File: config.mk
export PLATFORM = sky130hd
export DESIGN_NAME = serial_packet_framer
export DESIGN_NICKNAME = d
export VERILOG_FILES = /design/src/hw/rtl/spf_pkg.sv /design/src/hw/rtl/spf_core.sv /design/src/hw/rtl/serial_packet_framer.sv
export SDC_FILE = /design/constraint.sdc
export NUM_CORES = 1
export LEC_CHECK = 0
export BUFFER_PORTS_ARGS = -buffer_cell sky130_fd_sc_hd__clkbuf_2
export CORE_MARGIN = 2
export CORE_UTILIZATION = 51
export DETAILED_ROUTE_END_ITERATION = 16
export GPL_TIMING_DRIVEN = 0
export PLACE_DENSITY_LB_ADDON = 0.25
export SLEW_MARGIN = 20
export SYNTH_ARGS = -nofsm -noshare
export SYNTH_HDL_FRONTEND = slang
export SYNTH_HIERARCHICAL = 1
export SYNTH_SLANG_ARGS = --single-unit
File: constraint.sdc
create_clock -name clk -period 2.6 [get_ports clk]
set_clock_uncertainty 0.1 [all_clocks]
set_input_delay 0.26 -clock clk [delete_from_list [all_inputs] [get_ports clk]]
set_output_delay 0.26 -clock clk [all_outputs]
set_load 0.01 [all_outputs]
File: src/hw/rtl/spf_pkg.sv
// Shared types and constants for the serial packet framer.
`timescale 1ns / 1ps

package spf_pkg;

  // command field codes
  localparam logic CMD_BEGIN   = 1'b0;
  localparam logic CMD_PAYLOAD = 1'b1;

  // frame header magic bytes
  localparam logic [7:0] MAGIC_FIRST  = 8'hCC;
  localparam logic [7:0] MAGIC_SECOND = 8'h57;

  // most bytes that one input word can cause (header plus checksum)
  localparam int MAX_RESULTS = 6;
  localparam int CNT_W       = $clog2(MAX_RESULTS + 1);

  typedef struct packed {
    logic       command;
    logic [7:0] payload_length;
    logic [7:0] packet_code;
    logic [7:0] data_byte;
  } in_word_t;

  typedef struct packed {
    logic [7:0] out_byte;
    logic       frame_end;
    logic       last;
    logic       error;
  } out_word_t;

  // all results of one input word, slot 0 goes out first
  typedef struct packed {
    logic [CNT_W-1:0]                  count;
    out_word_t [MAX_RESULTS-1:0]       slot;
  } burst_t;

endpackage

File: src/hw/rtl/spf_core.sv
// Framing state and the result burst for one input word.
`timescale 1ns / 1ps

module spf_core (
  input  logic              clk,
  input  logic              rst_n,
  input  logic              load,
  input  spf_pkg::in_word_t item,
  output spf_pkg::burst_t   burst
);

  logic [7:0] seq_r, seq_nxt;
  logic [7:0] remain_r, remain_nxt;
  logic [7:0] sum_r, sum_nxt;
  logic       open_r, open_nxt;

  logic [7:0] hdr_sum;
  logic [7:0] pay_sum;
  logic [7:0] pay_remain;

  assign hdr_sum    = item.payload_length + item.packet_code;
  assign pay_sum    = sum_r + item.data_byte;
  assign pay_remain = remain_r - 8'd1;

  // build the burst and the next framing state
  always_comb begin
    seq_nxt    = seq_r;
    remain_nxt = remain_r;
    sum_nxt    = sum_r;
    open_nxt   = open_r;
    burst      = '0;

    if (item.command == spf_pkg::CMD_BEGIN) begin
      burst.slot[0].out_byte = spf_pkg::MAGIC_FIRST;
      burst.slot[1].out_byte = spf_pkg::MAGIC_SECOND;
      burst.slot[2].out_byte = seq_r;
      burst.slot[3].out_byte = item.payload_length;
      burst.slot[4].out_byte = item.packet_code;
      seq_nxt    = seq_r + 8'd1;
      remain_nxt = item.payload_length;
      if (item.payload_length == 8'd0) begin
        // empty packet: checksum follows the header at once
        burst.count             = spf_pkg::CNT_W'(6);
        burst.slot[5].out_byte  = hdr_sum;
        burst.slot[5].frame_end = 1'b1;
        burst.slot[5].last      = 1'b1;
        sum_nxt  = 8'd0;
        open_nxt = 1'b0;
      end else begin
        burst.count        = spf_pkg::CNT_W'(5);
        burst.slot[4].last = 1'b1;
        sum_nxt  = hdr_sum;
        open_nxt = 1'b1;
      end
    end else if (!open_r) begin
      // stray payload byte
      burst.count         = spf_pkg::CNT_W'(1);
      burst.slot[0].last  = 1'b1;
      burst.slot[0].error = 1'b1;
    end else begin
      burst.slot[0].out_byte = item.data_byte;
      remain_nxt = pay_remain;
      if (pay_remain == 8'd0) begin
        // closing byte, then checksum
        burst.count             = spf_pkg::CNT_W'(2);
        burst.slot[1].out_byte  = pay_sum;
        burst.slot[1].frame_end = 1'b1;
        burst.slot[1].last      = 1'b1;
        sum_nxt  = 8'd0;
        open_nxt = 1'b0;
      end else begin
        burst.count        = spf_pkg::CNT_W'(1);
        burst.slot[0].last = 1'b1;
        sum_nxt = pay_sum;
      end
    end
  end

  // state advances when a word moves into the burst register
  always_ff @(posedge clk) begin
    if (!rst_n) begin
      seq_r    <= 8'd0;
      remain_r <= 8'd0;
      sum_r    <= 8'd0;
      open_r   <= 1'b0;
    end else if (load) begin
      seq_r    <= seq_nxt;
      remain_r <= remain_nxt;
      sum_r    <= sum_nxt;
      open_r   <= open_nxt;
    end
  end

  // an open packet always has bytes left to come
  a_open_has_remain: assert property (@(posedge clk) disable iff (!rst_n)
    open_r |-> remain_r != 8'd0)
    else $error("open packet with no bytes remaining");

  // the running sum is cleared whenever no packet is open
  a_closed_sum_zero: assert property (@(posedge clk) disable iff (!rst_n)
    !open_r |-> sum_r == 8'd0)
    else $error("running sum not cleared on closed packet");

  // every begin moves the sequence number by one
  a_seq_step: assert property (@(posedge clk) disable iff (!rst_n)
    load && item.command == spf_pkg::CMD_BEGIN |=> seq_r == $past(seq_r) + 8'd1)
    else $error("sequence number did not step on begin");

endmodule

File: src/hw/rtl/serial_packet_framer.sv
// Top level of the serial packet framer: input register, burst register, output.
`timescale 1ns / 1ps

// Channel  Direction  Ports                         Word
// in       input      in_valid, in_stall, in_data   spf_pkg::in_word_t
// out      output     out_valid, out_stall, out_data spf_pkg::out_word_t
//
// A payload word yields one byte (two when it closes the packet); a begin word
// yields five (six for an empty packet); the output sends one byte a cycle unless
// out_stall is high. A word's first byte shows after the input register and then
// the burst register; payload words stream one per cycle while out_stall is low.
// Reset (synchronous, rst_n low) clears sequence number, checksum and open flag.
// out_stall holds the current byte; the input stalls only once its register is full.

module serial_packet_framer (
  input  logic               clk,
  input  logic               rst_n,
  input  logic               in_valid,
  output logic               in_stall,
  input  spf_pkg::in_word_t  in_data,
  output logic               out_valid,
  input  logic               out_stall,
  output spf_pkg::out_word_t out_data
);

  logic                         hold_valid_r, hold_valid_nxt;
  spf_pkg::in_word_t            hold_r;
  logic [spf_pkg::CNT_W-1:0]    cnt_r;
  spf_pkg::out_word_t [spf_pkg::MAX_RESULTS-1:0] slot_r;

  spf_pkg::burst_t burst;
  logic            out_take;
  logic            burst_free;
  logic            load;
  logic            in_accept;

  // handshake
  assign out_valid  = cnt_r != '0;
  assign out_data   = slot_r[0];
  assign out_take   = out_valid && !out_stall;
  assign burst_free = (cnt_r == '0) || (cnt_r == spf_pkg::CNT_W'(1) && out_take);
  assign load       = hold_valid_r && burst_free;
  assign in_stall   = hold_valid_r && !burst_free;
  assign in_accept  = in_valid && !in_stall;

  spf_core u_core (
    .clk   (clk),
    .rst_n (rst_n),
    .load  (load),
    .item  (hold_r),
    .burst (burst)
  );

  // input register
  always_comb begin
    hold_valid_nxt = hold_valid_r;
    if (in_accept) begin
      hold_valid_nxt = 1'b1;
    end else if (load) begin
      hold_valid_nxt = 1'b0;
    end
  end

  always_ff @(posedge clk) begin
    if (!rst_n) begin
      hold_valid_r <= 1'b0;
    end else begin
      hold_valid_r <= hold_valid_nxt;
    end
  end

  always_ff @(posedge clk) begin
    if (in_accept) begin
      hold_r <= in_data;
    end
  end

  // burst register: load a whole burst, shift one byte out per take
  always_ff @(posedge clk) begin
    if (!rst_n) begin
      cnt_r <= '0;
    end else if (load) begin
      cnt_r <= burst.count;
    end else if (out_take) begin
      cnt_r <= cnt_r - spf_pkg::CNT_W'(1);
    end
  end

  always_ff @(posedge clk) begin
    if (load) begin
      slot_r <= burst.slot;
    end else if (out_take) begin
      for (int i = 0; i < spf_pkg::MAX_RESULTS - 1; i++) begin
        slot_r[i] <= slot_r[i+1];
      end
    end
  end

  // last flag marks exactly the final byte of a burst
  a_last_at_end: assert property (@(posedge clk) disable iff (!rst_n)
    out_valid |-> (out_data.last == (cnt_r == spf_pkg::CNT_W'(1))))
    else $error("last flag out of place in burst");

  // a loaded word always puts out at least one byte
  a_load_nonempty: assert property (@(posedge clk) disable iff (!rst_n)
    load |=> cnt_r != '0)
    else $error("empty burst loaded");

  // checksum byte closes the word's burst and is never an error
  a_frame_end_last: assert property (@(posedge clk) disable iff (!rst_n)
    out_valid && out_data.frame_end |-> out_data.last && !out_data.error)
    else $error("frame end not on a closing byte");

  // stray payload byte carries zero data
  a_error_zero: assert property (@(posedge clk) disable iff (!rst_n)
    out_valid && out_data.error |-> out_data.out_byte == 8'd0 && out_data.last)
    else $error("error result with data");

endmodule

==> summary.md <==
| Metric | Value |
|---|---|
| Post-DP Area | 6550 um^2 |
| Async set or reset register ratio after synthesis | 0% |
| Worst hold path class | in2reg |
| CTS Sinks | 120 |
| Worst R2R Start | u_core/remain_r[2]$_SDFFE_PN0P_ |
| Number of synthesized flops with an enable pin | 91 |
| Period minus WS final | 2.53 ns |
| HP Start | rst_n |
| Crit-path max FO | 6 |
| Routed vias/inst | 5.36 |
| WL/cell | 16.4 um |
| Die Ht | 113 um |
| Power Density | 1070 nW/um^2 |
| Initial DRC count | 330 |
| Synth cell types | 61 |
| Ant diodes | 0 |
| Initial Util | 52.8% |
| Antenna Nets Post-Route | 0 |
| M3 GR Usage | 5.53% |
| Met1 usage | 25.0% |
| Cells after synthesis | 502 |
| # setup viols final | 0 |
| Synth Register Bits | 120 |
| First-pass GRT wire length | 20.3 mm |
| IO buf count | 41 |
| Gpl congestion | 0.878 |
| WS Path Type | reg2reg |
| CP most frequent cell | or3_4 |
| Worst hold margin | 0.0696 ns |
| CP Data Required Time | 2.66 ns |
| Vias | 4072 |
| IR Drop Worst-Case VDD | 0.000883 V |
| Die width | 113 um |
| Number of global-route vias before repair | 4183 |
| CP startpoint | u_core/remain_r[2]$_SDFFE_PN0P_ |
| Total grt overflow | 0 |
| Nets | 655 |
| Max Fclk | 395 MHz |
| Post-DP HPWL | 8.33 mm |
| CTS tree | done |
| Main synth FF type | edfxtp_1 |
| Clock Root Buffer | clkbuf_16 |
| Met2 Usage GRT | 35.2% |
| Critical Path End Type | flip-flop |
| Die area | 12900 um^2 |
| GRT Max-Usage Layer | met2 |
| YS warnings | 6 |
| Crit-path slowest cell | or3_4 |
| Pin count of the biggest net entering global routing | 56 |
| Hold Vio Cnt, Final | 0 |
| DRC Markers | 0 |
| Headroom to the max-slew limit | 48.6% |
| Clock buffer depth | 2 |
| Final wirelength | 12.5 mm |
| Crit path DAT | 2.59 ns |
| Crit path buf inv count | 0 |
| Largest stage delay, worst path | 0.42 ns |
| Clk pin slew, worst setup/hold paths | 0.05 ns |
| Layout cell share with drive strength beyond 1 | 30.3% |
| Max-cap viol count | 0 |
| CP Launch Type | flip-flop |
| Top delay family on crit path | simple AND/OR/NAND/NOR gates |
| Core area | 11600 um^2 |
| Final slew viol count | 0 |
| Io pins | 42 |
| Post-synthesis sequential area ratio | 54.2% |
| Leak | 3.01 nW |
| Status | finished, final reports clean |
| H-Tree Depth | 4 |
| Clk_lat worst skew | 0.41 ns |
| Num CTS Buffers | 17 |
| Tcrit/Tclk final | 97.4% |
| Worst-path cell chain | or3_4 > or3_4 > xnor2_2 > nor3_4 > and3_1 > and2_1 > mux2_2 |
| Slew of the pin with the lowest slew margin | 0.771 ns |
| Layout area overhead | 23.0% |
| Post-layout instance area | 7510 um^2 |
| GRT Total Usage | 20.7% |
| Site Rows | 39 |
| Syn Area/Cell | 12.2 um^2 |
| TritonRoute pass-1 iters | 5 |
| Initial antenna violation count | 0 |
| Mapped Area | 6110 um^2 |
| Setup TNS | 0 ns |
## cells by family (layout without fill, tap and decap cells)
family / count (synthesis) / after routing / share of synthesized area (%)
and+or+nand+nor: 136 / 136 / 11.5
xor gates and xnor gates: 27 / 27 / 3.99
buffers and inverters: 62 / 167 / 6.45
DFF: 120 / 120 / 54.2
AOI/OAI and AO/OA: 78 / 78 / 8.71
muxes: 56 / 56 / 10.3
other: 1 / 11 / 0.0614
adders and majority gates: 22 / 22 / 4.75
## through the flow
stage | instances | utilization, % | worst slack [ns] | power [mW]
floorplan | 512 | - | 0.0992 | 4.96
global placement | 696 | 56.5 | -0.242 | 5.48
detailed placement | 696 | 56.6 | -0.313 | 5.59
CTS | 757 | 64.3 | 0.00250 | 8.00
global route | 760 | 65.0 | -0.0349 | 8.43
finish | 760 | 65.0 | 0.0671 | 8.02
## cells in the mapped netlist (3+ instances only)
| cell type | instances | share of area, % |
|---|---|---|
| o21ai_0 | 21 | 1.7 |
| edfxtp_1 | 91 | 45 |
| and2_1 | 3 | 0.31 |
| nor3_1 | 4 | 0.33 |
| nand2_1 | 23 | 1.4 |
| inv_1 | 19 | 1.2 |
| dfxtp_1 | 29 | 9.5 |
| a21oi_1 | 22 | 1.8 |
| o21a_1 | 3 | 0.37 |
| xor2_1 | 11 | 1.6 |
| mux2_2 | 55 | 10 |
| clkbuf_1 | 6 | 0.37 |
| a21o_1 | 3 | 0.37 |
| nor2_1 | 43 | 2.6 |
| and3_1 | 9 | 0.92 |
| o22a_1 | 5 | 0.72 |
| buf_4 | 26 | 3.2 |
| buf_6 | 7 | 1.3 |
| nor2b_1 | 27 | 2.8 |
| a211oi_1 | 4 | 0.49 |
| ha_1 | 20 | 4.1 |
| xnor2_1 | 15 | 2.2 |
| nand3_1 | 8 | 0.66 |
| nand2b_1 | 4 | 0.41 |
## worst register-to-register path: stages (launching register included)
cell	delay, ns
dfxtp_1	0.38
or3_4	0.42
or3_4	0.37
xnor2_2	0.27
nor3_4	0.08
and3_1	0.23
and2_1	0.17
mux2_2	0.27
## placed cells by master, fill, tap and decap left out, drive strengths merged, types with 3 or more instances in the layout
cell type,instances
a211oi,4
a21o,3
a21oi,22
and2,4
and3,9
buf,41
bufinv,3
clkbuf,69
clkinv,8
conb,11
dfxtp,29
dlygate4sd3,26
edfxtp,91
ha,20
inv,18
mux2,55
nand2,23
nand2b,4
nand3,8
nor2,43
nor2b,28
nor3,4
nor3b,3
o211ai,3
o21a,3
o21ai,22
o22a,5
xnor2,16
xor2,11
## layer usage
metal | share of wire [%] | routed length (um)
met1 | 43 | 5360
met5 | 0 | 0
met4 | 1.9 | 235
met3 | 4.4 | 553
met2 | 51 | 6340
## power breakdown
| part | switching [mW] | total [mW] | internal [mW] |
|---|---|---|---|
| clock network | 0.794 | 2.31 | 1.51 |
| logic | 1.33 | 2.53 | 1.19 |
| registers | 0.225 | 3.19 | 2.96 |
| total | 2.35 | 8.02 | 5.67 |
## final cells by class
class	count	area (um^2)
multi-input combinational	330	2530
clock buffer	21	450
inverter	20	78.8
fill	874	4050
buffer	42	319
tap	143	179
clock inverter	11	129
timing repair buffer	73	510
sequential	120	3310
## state kept, by name, indices dropped and copies added (netlist names)
register / flops
slot_r: 55
hold_r: 25
out_data: 11
u_core/remain_r: 8
u_core/seq_r: 8
u_core/sum_r: 8
cnt_r: 3
hold_valid_r: 1
u_core/open_r: 1
## worst paths after layout
check | to | slack [ns] | cells past startpoint
setup / recovery | slot_r[21]$_DFFE_PP_ | 0.07 | 7
hold / removal | hold_valid_r$_SDFFE_PN0P_ | 0.07 | 2
hold reg to reg | u_core/remain_r[1]$_SDFFE_PN0P_ | 0.40 | 2
setup reg to reg | slot_r[21]$_DFFE_PP_ | 0.07 | 7
## timing repair
action	CTS	global route
gates resized for setup	5	10
setup endpoints to repair	29	14
endpoints found under the hold margin	26	0
setup buffers	3	3
hold buffers	26	0
pin swaps	2	2
(Power assumes the default switching activity.)
